==> src/sv/salwc_ram.sv <==
// ----------------------------------------------------------------------------
// salwc_ram
// generic simple dual-port ram, one write and one registered read port
// ----------------------------------------------------------------------------
module salwc_ram #(
    parameter int unsigned WIDTH = 8,
    parameter int unsigned DEPTH = 16,
    localparam int unsigned AW   = (DEPTH > 1) ? $clog2(DEPTH) : 1
) (
    input  logic             i_clk,
    input  logic             i_we,
    input  logic [AW-1:0]    i_waddr,
    input  logic [WIDTH-1:0] i_wdata,
    input  logic [AW-1:0]    i_raddr,
    output logic [WIDTH-1:0] o_rdata
);

    logic [WIDTH-1:0] r_mem [DEPTH];
    logic [WIDTH-1:0] r_rdata;

    always_ff @(posedge i_clk) begin
        if (i_we) begin
            r_mem[i_waddr] <= i_wdata;
        end
        r_rdata <= r_mem[i_raddr];
    end

    assign o_rdata = r_rdata;

endmodule

==> config.mk <==
export PLATFORM = sky130hd
export DESIGN_NAME = salwc_ram
export DESIGN_NICKNAME = d
export VERILOG_FILES = /design/src/sv/salwc_ram.sv
export SDC_FILE = /design/constraint.sdc
export NUM_CORES = 1
export LEC_CHECK = 0
export ABC_CLOCK_PERIOD_IN_PS = 2190
export BUFFER_PORTS_ARGS = -buffer_cell sky130_fd_sc_hd__clkbuf_2
export CORE_MARGIN = 2
export CORE_UTILIZATION = 55
export CTS_BUF_LIST = sky130_fd_sc_hd__clkbuf_16
export DETAILED_ROUTE_END_ITERATION = 8
export GPL_ROUTABILITY_DRIVEN = 0
export MAX_ROUTING_LAYER = met4
export PLACE_DENSITY = 0.73
export REMOVE_ABC_BUFFERS = 1
export SETUP_SLACK_MARGIN = 0.4
export SYNTH_ARGS = -nofsm -noshare
export SYNTH_HDL_FRONTEND = slang
export SYNTH_SLANG_ARGS = --single-unit
==> constraint.sdc <==
create_clock -name i_clk -period 2.19 [get_ports i_clk]
set_input_delay 0.219 -clock i_clk [delete_from_list [all_inputs] [get_ports i_clk]]
set_output_delay 0.219 -clock i_clk [all_outputs]
set_load 0.01 [all_outputs]
==> results of run 1 <==
[worst paths after layout]
kind,from,to,slack (ns),depth (start not counted)
worst min-delay path,i_wdata[1],r_mem[13][1]$_DFFE_PP_,0.25,1
worst max-delay path,r_mem[1][0]$_DFFE_PP_,o_rdata[0]$_DFF_P_,0.74,3
worst max register to register,r_mem[1][0]$_DFFE_PP_,o_rdata[0]$_DFF_P_,0.74,3
worst min register to register,r_mem[8][2]$_DFFE_PP_,o_rdata[2]$_DFF_P_,0.67,3
[area by class of cell]
type | instances | area, um^2 | area share
sequential | 136 | 4000 | 0.651
multi-input combinational | 83 | 1060 | 0.172
clock buffer | 17 | 425 | 0.0692
timing repair buffer | 45 | 288 | 0.0468
clock inverter | 15 | 233 | 0.0379
tap | 111 | 139 | 0.0226
[worst max-delay path: cells and delay by family, from the launching register on]
kind | cells | cell delay, ns
simple gates | 1 | 0.12
flops | 1 | 0.37
compound gates | 1 | 0.30
mux | 1 | 0.54
[power by group through the flow]
| stage | combinational (uW) | clock (uW) | sequential, uW |
|---|---|---|---|
| floorplan | 117 | 0 | 2980 |
| global placement | 263 | 0 | 2980 |
| detailed placement | 271 | 0 | 2980 |
| CTS | 273 | 3150 | 2930 |
| global route | 293 | 3280 | 2940 |
| finish | 268 | 3110 | 2930 |
[routing by layer]
layer | part of all wire | routed length, um | up-vias
li1 | - | - | 1084
met1 | 0.45 | 4350 | 1273
met2 | 0.50 | 4800 | 71
met3 | 0.047 | 448 | 2
met4 | 0.0031 | 30 | 0
met5 | 0 | 0 | -
[registers in the layout, indices dropped and copies added, names as in the netlist]
name,count
o_rdata,8
r_mem,128
[kinds of logic (layout without fill, tap and decap cells)]
family          after synthesis  after routing  share of synthesized area
buf+inv                      10             77                     0.0168
mux                          32             32                      0.150
simple gates                 35             35                     0.0318
compound gates               16             16                     0.0233
flops                       136            136                      0.778
[stage by stage]
| stage | cells | power (uW) | worst slack, ns |
|---|---|---|---|
| global route | 407 | 6500 | 0.667 |
| floorplan | 219 | 3100 | 0.478 |
| CTS | 407 | 6350 | 0.718 |
| finish | 407 | 6310 | 0.736 |
| detailed placement | 375 | 3250 | 0.425 |
| global placement | 375 | 3240 | 0.491 |
[cells in the mapped netlist]
cell / number
edfxtp_1: 128
mux4_2: 18
a22oi_1: 16
mux4_1: 14
nor2_1: 13
nand2_1: 9
dfxtp_1: 8
nor3_1: 4
buf_2: 3
buf_6: 3
clkdlybuf4s25_2: 3
nand2b_1: 2
nand3b_1: 2
and2_1: 1
and2b_1: 1
buf_4: 1
nand3_1: 1
nor2b_1: 1
or3b_2: 1
==> summary.md, run 1 <==
| Metric | Value |
|---|---|
| Gr busiest metal | met1 |
| Util after Layout | 0.671 |
| RSZ-0062 raised after global routing | false |
| Initial Util | 0.562 |
| Max Cap Viol | 0 |
| Status | finished, final reports clean |
| Post-CTS setup buffer count | 0 |
| Crit path max-delay cell type | mux4_1 |
| Cells after synthesis | roughly 230 |
| Cell area after synthesis | a little over 5000 um^2 |
| Hold WS | around 0.25 ns |
| Die Y | just over 100 um |
| Die ar. | 10,100 um^2 |
| Vias in the first global route | 2,460 |
| Area share of the largest cell type after synthesis | 0.747 |
| Comb pwr share | 0.042 |
| Final Cycle Share | 0.664 |
| Site Rows | 35 |
| Net Sw Power | 1160 uW |
| Hpwl dp | slightly below 6 mm |
| Share of layout cells above drive strength 1 | 0.311 |
| Max-slew headroom | 0.540 |
| Seq cells post-synth | between 100 and 150 |
| Largest stage delay, worst path | approximately 0.54 ns |
| Routed WL | 9.63 mm |
| Setup TNS | 0 ns |
| Fillers | between 500 and 600 |
| Worst EP arrival | 1.73 ns |
| Area post-placement | between 5000 and 6000 um^2 |
| Worst slew pin tran | around 0.69 ns |
| Clock Pin Slew Worst Setup and Hold Paths | 0.06 ns |
| Final instance area | 6150 um^2 |
| Register area share after synthesis | 0.778 |
| CTS tree | done |
| Sw frac | 0.184 |
| Final min period | between 1 and 1.5 ns |
| Pint | 5150 uW |
| Largest net degree at the start of global routing | 33 |
| WL/cell | roughly 24 um |
| H-tree Lvls | 4 |
| Syn. warnings | 0 |
| First-pass GRT wire length | roughly 15 mm |
| Post-route clock skew | about 0.012 ns |
| Leakage | 0.00213 uW |
| GRT Total Usage | 0.219 |
| Worst EP required | around 2.5 ns |
| DRT iter0 DRCs | 249 |
| GRT overflow | 0 |
| Cts hold-fix bufs | 0 |
| HP Class | input pin to register |
| Sink Count | 136 |
| Synthesized area per cell | 22.5 um^2 |
| Setup Viol. Count Final | 0 |
| Post-CTS sizing | 0 |
| Antenna cells | 0 |
| Startpoint types | register |
| IO Count | 26 |
| Met1 Use GR | 0.319 |
| Final Hold Fails | 0 |
| Die Span X | a little over 100 um |
| M2 GR Usage | 0.313 |
| Clock network power share | 0.493 |
| Crit Path Category | register to register |
| Reg power frac | 0.465 |
| DRC | 0 |
| VDD IR-drop max | 0.577 mV |
| Nets | around 300 |
| Clk Tree Root Cell | clkbuf_16 |
| Max Freq | between 600 and 700 MHz |
| Grt met3 use | 0.0562 |
| Top cells by area, synth | edfxtp_1, mux4_2, mux4_1 |
| DRT antenna net count | 0 |
| Antenna violations before repair | 0 |
| Netlist cell types | 19 |
| Commonest non-fill, non-tap cells in the layout | edfxtp_1, clkbuf_2, buf_4, mux4_2, clkbuf_16 |
| Clk_lat worst skew | approximately 0.40 ns |
| Core Region | around 9200 um^2 |
| Crit. End Element | register |
| Power Dens Cells | roughly 1000 nW/um^2 |
| Final Slew Violations | 0 |
| Commonest non-fill, non-tap cell in the layout | edfxtp_1 |
| Detailed-route via count | roughly 2,400 |
| Vias per cell | around 6 |
| Port Buffers | 25 |
| P&R area growth vs syn | 19.4% |
| Crit Path Max Fanout | 1 |
| TritonCTS buffer count | 17 |
| DR pass1 iterations | 4 |
| Crit-path cells | mux4_1, a22oi_1, nand2_1 |
| Largest area contributor in the netlist | edfxtp_1 |
| Max clock buf depth | 2 |
Power figures use the tool's default switching activity.
==> inputs of run 2 (changes only) <==
Settings changed: ABC_AREA from default to 1, ABC_CLOCK_PERIOD_IN_PS 2190 to 1340, PLACE_DENSITY 0.73 to 0.72.
Clock period 2.19 ns to 1.34 ns, I/O delays scaled along.
==> run 2 against run 1 <==
- non-clock buffer count rose by 7
- synthesized cell count rose by 140%
- global-route usage rose by 2.2 points
- clock-buffer cell count did not move
- combinational power rose by 150%
- critical path depth fell by 2
- cell count rose by 84%
- largest power group is now registers
==> summary.md, run 2 <==
| Metric | Value |
|---|---|
| Detailed-route via count | between 3,000 and 4,000 |
| Worst slew pin tran | approximately 0.38 ns |
| VDD IR-drop max | 1.05 mV |
| Most common cell in the netlist | nand2_1 |
| Crit Path Category | register to output pin |
| Setup TNS | 0 ns |
| Crit-path cells | buf_6 |
| Reg with most FFs | r_mem |
| Layout Cells excl Fill | approximately 750 |
| Fraction of registers with async set/reset | 0 |
| Crit path max-delay family | flip-flops |
| Site Rows | 37 |
| Nets | slightly above 600 |
| First-pass GRT wire length | around 19 mm |
| Crit. End Element | output pin |
| Startpoint types | register |
| Max Freq | 998 MHz |
| Final min period | 1.00 ns |
| Max Cap Viol | 0 |
| CTS tree | done |
| Max FFs per register | approximately 130 |
| Die ar. | between 10,000 and 15,000 um^2 |
| DRT iter0 DRCs | ~360 |
| Post-synth EDFFs | between 100 and 150 |
| H-tree Lvls | 4 |
| Crit path depth | 1 |
| Seq cells post-synth | 136 |
| Placed cell count | 715 |
| GRT overflow | 0 |
| HP Class | input pin to register |
| Largest area contributor in the netlist | edfxtp_1 |
| IO Count | 26 |
| Top cells by area, synth | edfxtp_1, nand2_1, nand3_1 |
| GRT Total Usage | 0.241 |
| Area share of the largest cell type after synthesis | 0.667 |
| Final Slew Violations | 0 |
| Sink Count | 136 |
| Commonest non-fill, non-tap cell in the layout | nand2_1 |
| Crit Path Max Fanout | 1 |
| DRC | 0 |
| Final Cycle Share | 0.748 |
| Clock Pin Slew Worst Setup and Hold Paths | 0.05 ns |
| Util after Layout | 0.677 |
| Share of layout cells above drive strength 1 | 0.201 |
| Antenna violations before repair | 0 |
| Initial Util | 0.564 |
| Cell area after synthesis | 5770 um^2 |
| Die Y | 106 um |
| Netlist cell types | 12 |
| Syn. warnings | 0 |
| Register area share after synthesis | 0.694 |
| Post-synth top cells | nand2_1, edfxtp_1, inv_1 |
| Antenna cells | 0 |
| DRT antenna net count | 0 |
| Post-route clock skew | 0.00536 ns |
| Core Region | between 10,000 and 15,000 um^2 |
| Die Span X | 106 um |
| Hpwl dp | 7.74 mm |
| Crit path max-delay cell type | dfxtp_2 |
| Fillers | ~730 |
| Clk Tree Root Cell | clkbuf_16 |
| Clk_lat worst skew | 0.41 ns |
| Power Dens Cells | 1390 nW/um^2 |
| Worst EP arrival | ~0.87 ns |
| Commonest non-fill, non-tap cells in the layout | nand2_1, edfxtp_1, inv_1, nand3_1, nand3_2 |
| Worst EP required | between 1 and 1.5 ns |
| Largest stage delay, worst path | 0.35 ns |
| Cts hold-fix bufs | 0 |
| Port Buffers | 25 |
| Setup WS post-layout | 0.338 ns |
| RSZ-0062 raised after global routing | true |
| Crit path buffers/inverters | 1 |
| Status | finished, final reports clean |
| Max-slew headroom | 0.750 |
| P&R area growth vs syn | 20.0% |
| WL/cell | around 17 um |
| Synthesized area per cell | about 10 um^2 |
| Leakage | between 0.003 and 0.004 uW |
| Ys flop type | edfxtp_1 |
| Max clock buf depth | 2 |
| Cells after synthesis | approximately 550 |
| Final Hold Fails | 0 |
| TritonCTS buffer count | 17 |
| Worst hold path cell count | 4 |
| Setup Viol. Count Final | 0 |
| Vias per cell | 5.22 |
| Routed WL | approximately 12 mm |
| DR pass1 iterations | 5 |
| Largest net degree at the start of global routing | 61 |
| R2r worst-path depth | 6 |
| Setup WS pre-CTS | 0.152 ns |
| Vias in the first global route | about 3,700 |
| Post-CTS setup buffer count | 0 |
-- run 2: changes by cell type in the layout (fill, tap and decap cells not counted), sizes merged, moves of 4 or more --
cell and change:
bufinv -4, buf +15, mux4 -32, inv +110, a22oi -16, nand2 +164, nor2 +4, nor3 -4
nand3 +96, clkbuf -8
-- run 2: per-stage QoR --
step	instance area, um^2	total power (uW)	hold slack [ns]
2_1_floorplan	5600	5140	0.233
3_3_place_gp	6150	5440	0.522
3_5_place_dp	6150	5460	0.526
4_1_cts	6700	9630	0.160
5_1_grt	6920	9940	0.191
6_report	6920	9640	0.187
-- run 2: report_power, final --
| part | total, uW | switching (uW) | internal, uW |
|---|---|---|---|
| sequential | 4800 | 36.9 | 4770 |
| combinational | 659 | 428 | 231 |
| clock | 4180 | 1530 | 2640 |
-- run 2: area by class of cell --
| type | count | area [um^2] | share of cell area |
|---|---|---|---|
| Clock buffer | 17 | 425 | 0.0614 |
| Timing Repair Buffer | 52 | 415 | 0.0600 |
| Tap cell | 136 | 170 | 0.0246 |
| Multi-Input combinational cell | 289 | 1410 | 0.203 |
| Clock inverter | 15 | 111 | 0.0161 |
| Inverter | 102 | 383 | 0.0553 |
| Sequential cell | 136 | 4010 | 0.579 |
-- run 2: final timing paths --
check / startpoint / endpoint / slack (ns)
worst min-delay path: i_raddr[3] / o_rdata[0]$_DFF_P_ / 0.19
worst max register to register: r_mem[0][1]$_DFFE_PP_ / o_rdata[1]$_DFF_P_ / 0.40
worst max-delay path: o_rdata[4]$_DFF_P_ / o_rdata[4] / 0.34
worst min register to register: r_mem[2][4]$_DFFE_PP_ / o_rdata[4]$_DFF_P_ / 0.66
-- run 2: what timing repair did --
action / in CTS / in global routing
resized for setup: 7 / 55
pin swaps: 2 / 29
setup endpoints to repair: 9 / 16
-- run 2: kinds of logic after synthesis --
logic type	count (synthesis)	synth area share
buffers and inverters	126	0.0952
and+or+nand+nor	289	0.210
DFF	136	0.694
-- run 2: metal layers --
layer,track usage,vias to the layer above,share of wire
met1,0.301,1880,0.42
li1,-,1870,-
met4,0.107,0,0.023
met5,-,-,0
met3,0.0484,26,0.052
met2,0.386,124,0.51
==> inputs of run 3 (changes only) <==
Settings changed: ABC_CLOCK_PERIOD_IN_PS 1340 to 1000.
Clock period 1.34 ns to 1 ns, I/O delays scaled along.
==> run 3 against run 2 <==
- non-clock buffer count increased by 16
- sequential cell count is the same
- core utilization increased by 3.7 points
- die area unchanged
- register-to-register slack worse by 0.38 ns
- first-iteration DRC count fell by 15%
- sequential share of layout area shrank 3.0 points
- via count rose by 3.1%
- clock-buffer cell count stayed put
- clock power increased by 32%
- sequential power is 34% higher
- setup slack worse by 0.32 ns
- critical endpoint is now o_rdata[3]$_DFF_P_
- largest cell class unchanged
- largest power group unchanged
- highest routed layer unchanged
==> summary.md, run 3 (synthesis gave the netlist of run 2 again) <==
| Metric | Value |
|---|---|
| CTS tree | done |
| R2r worst-path depth | 6 |
| Setup TNS | 0 ns |
| Max clock buf depth | 2 |
| Crit Path Max Fanout | 1 |
| Max-slew headroom | 0.735 |
| TritonCTS buffer count | 17 |
| RSZ-0062 raised after global routing | true |
| R2R Setup Slk | between 0.015 and 0.02 ns |
| Final Hold Fails | 0 |
| Total power | about 13,000 uW |
| Initial Util | 0.564 |
| Routed WL | 13.3 mm |
| Die Y | about 110 um |
| Setup Viol. Count Final | 0 |
| Worst EP required | roughly 1.3 ns |
| Post-route clock skew | 0.00610 ns |
| Pint | between 10,000 and 15,000 uW |
| GRT overflow | 0 |
| Power Dens Cells | 1780 nW/um^2 |
| Worst hold path cell count | 4 |
| R2r endpoint | o_rdata[3]$_DFF_P_ |
| Sw frac | 0.223 |
| Clk_lat worst skew | approximately 0.42 ns |
| Hold worst-path end | o_rdata[2]$_DFF_P_ |
| Clk Tree Root Cell | clkbuf_16 |
| Crit Path Category | register to register |
| WL/cell | 17.5 um |
| Nets | roughly 630 |
| Hold path start | i_raddr[3] |
| Share of layout cells above drive strength 1 | 0.261 |
| Reg with most FFs | r_mem |
| Antenna cells | 0 |
| Top sig layer | met4 |
| Largest net degree at the start of global routing | 26 |
| Die ar. | 11,300 um^2 |
| VDD IR-drop max | between 1 and 1.5 mV |
| Placed cell count | 728 |
| P&R area growth vs syn | 26.6% |
| DRT iter0 DRCs | between 300 and 400 |
| Max FFs per register | about 130 |
| Commonest non-fill, non-tap cells in the layout | nand2_1, edfxtp_1, inv_1, nand3_1, nand3_2 |
| Status | finished, final reports clean |
| Startpoint types | register |
| Commonest non-fill, non-tap cell in the layout | nand2_1 |
| Hold WS | between 0.1 and 0.15 ns |
| Hpwl dp | roughly 8.0 mm |
| DRC | 0 |
| Reg power frac | 0.496 |
| Clock network power share | 0.425 |
| Die Span X | between 100 and 150 um |
| Sink Count | between 100 and 150 |
| Comb pwr share | 0.079 |
| Site Rows | 37 |
| GRT Total Usage | 0.249 |
| Layout Cells excl Fill | approximately 760 |
| Final Slew Violations | 0 |
| Cts hold-fix bufs | 0 |
| Worst EP arrival | 1.28 ns |
| First-pass GRT wire length | approximately 20 mm |
| Worst slew pin tran | 0.397 ns |
| H-tree Lvls | 4 |
| WL met2 | 6.87 mm |
| IO Count | 26 |
| Clock Pin Slew Worst Setup and Hold Paths | about 0.060 ns |
| Antenna violations before repair | 0 |
| WL met3 | between 700 and 800 um |
| DRT antenna net count | 0 |
| Final Cycle Share | 0.981 |
| Port Buffers | 25 |
| Final instance area | between 7000 and 8000 um^2 |
| Vias in the first global route | between 3,000 and 4,000 |
| Vias per cell | approximately 5.3 |
| Net Sw Power | roughly 2900 uW |
| Final min period | 0.981 ns |
| HP Class | input pin to register |
| Max Freq | approximately 1000 MHz |
| Met1 WL | around 5.4 mm |
| Core Region | approximately 10,000 um^2 |
| Area post-placement | between 6000 and 7000 um^2 |
| Detailed-route via count | 4,019 |
| Leakage | 0.00315 uW |
| Max Cap Viol | 0 |
| Crit. End Element | register |
| DR pass1 iterations | 5 |
| Critical R2R Launch | r_mem[6][3]$_DFFE_PP_ |
## run 3: area by class of cell
class	count	area, um^2
clock buffers	17	425
repair buffers	68	652
clock inverters	13	93.8
flip-flops and latches	136	4010
inverters	102	388
multi-input cells	289	1560
fillers	680	2930
well taps	136	170
## run 3: stage by stage
step                worst slack [ns]  utilization
finish                        0.0195        0.713
global route                 -0.0219        0.713
CTS                         -0.00117        0.683
detailed placement            -0.123        0.612
global placement             -0.0944        0.612
floorplan                    -0.0805            -
## run 3: repair_timing
item                       CTS  global route
setup endpoints to repair  134           144
buffers inserted             0             3
gates resized for setup     52            84
pin swaps                   37            44
## run 3: worst max-delay path by stage
stage               cells past startpoint                 end                  start
finish                                  6  o_rdata[3]$_DFF_P_  r_mem[6][3]$_DFFE_PP_
global route                            6  o_rdata[3]$_DFF_P_  r_mem[6][3]$_DFFE_PP_
CTS                                     1          o_rdata[4]     o_rdata[4]$_DFF_P_
detailed placement                      8  o_rdata[6]$_DFF_P_             i_raddr[0]
global placement                        8  o_rdata[4]$_DFF_P_             i_raddr[0]
floorplan                               6  o_rdata[2]$_DFF_P_             i_raddr[0]
## run 3: critical path, cell delays in order (launching register included)
cell	delay (ns)
edfxtp_1	0.36
inv_1	0.08
nand2_1	0.09
nand3_2	0.10
nand3_1	0.08
nand3_1	0.09
nand2_1	0.07
## run 3: power by group through the flow
stage	Combinational [uW]	Clock [uW]	Sequential (uW)
5_1_grt	1110	5750	6430
3_5_place_dp	821	0	6530
3_3_place_gp	802	0	6530
4_1_cts	893	5520	6420
6_report	1030	5500	6420
2_1_floorplan	344	0	6540
## run 3: layer usage
| layer | global-route usage | vias up |
|---|---|---|
| met4 | 0.0912 | 0 |
| met5 | - | - |
| met3 | 0.0613 | 25 |
| met2 | 0.411 | 139 |
| met1 | 0.300 | 1956 |
| li1 | - | 1899 |
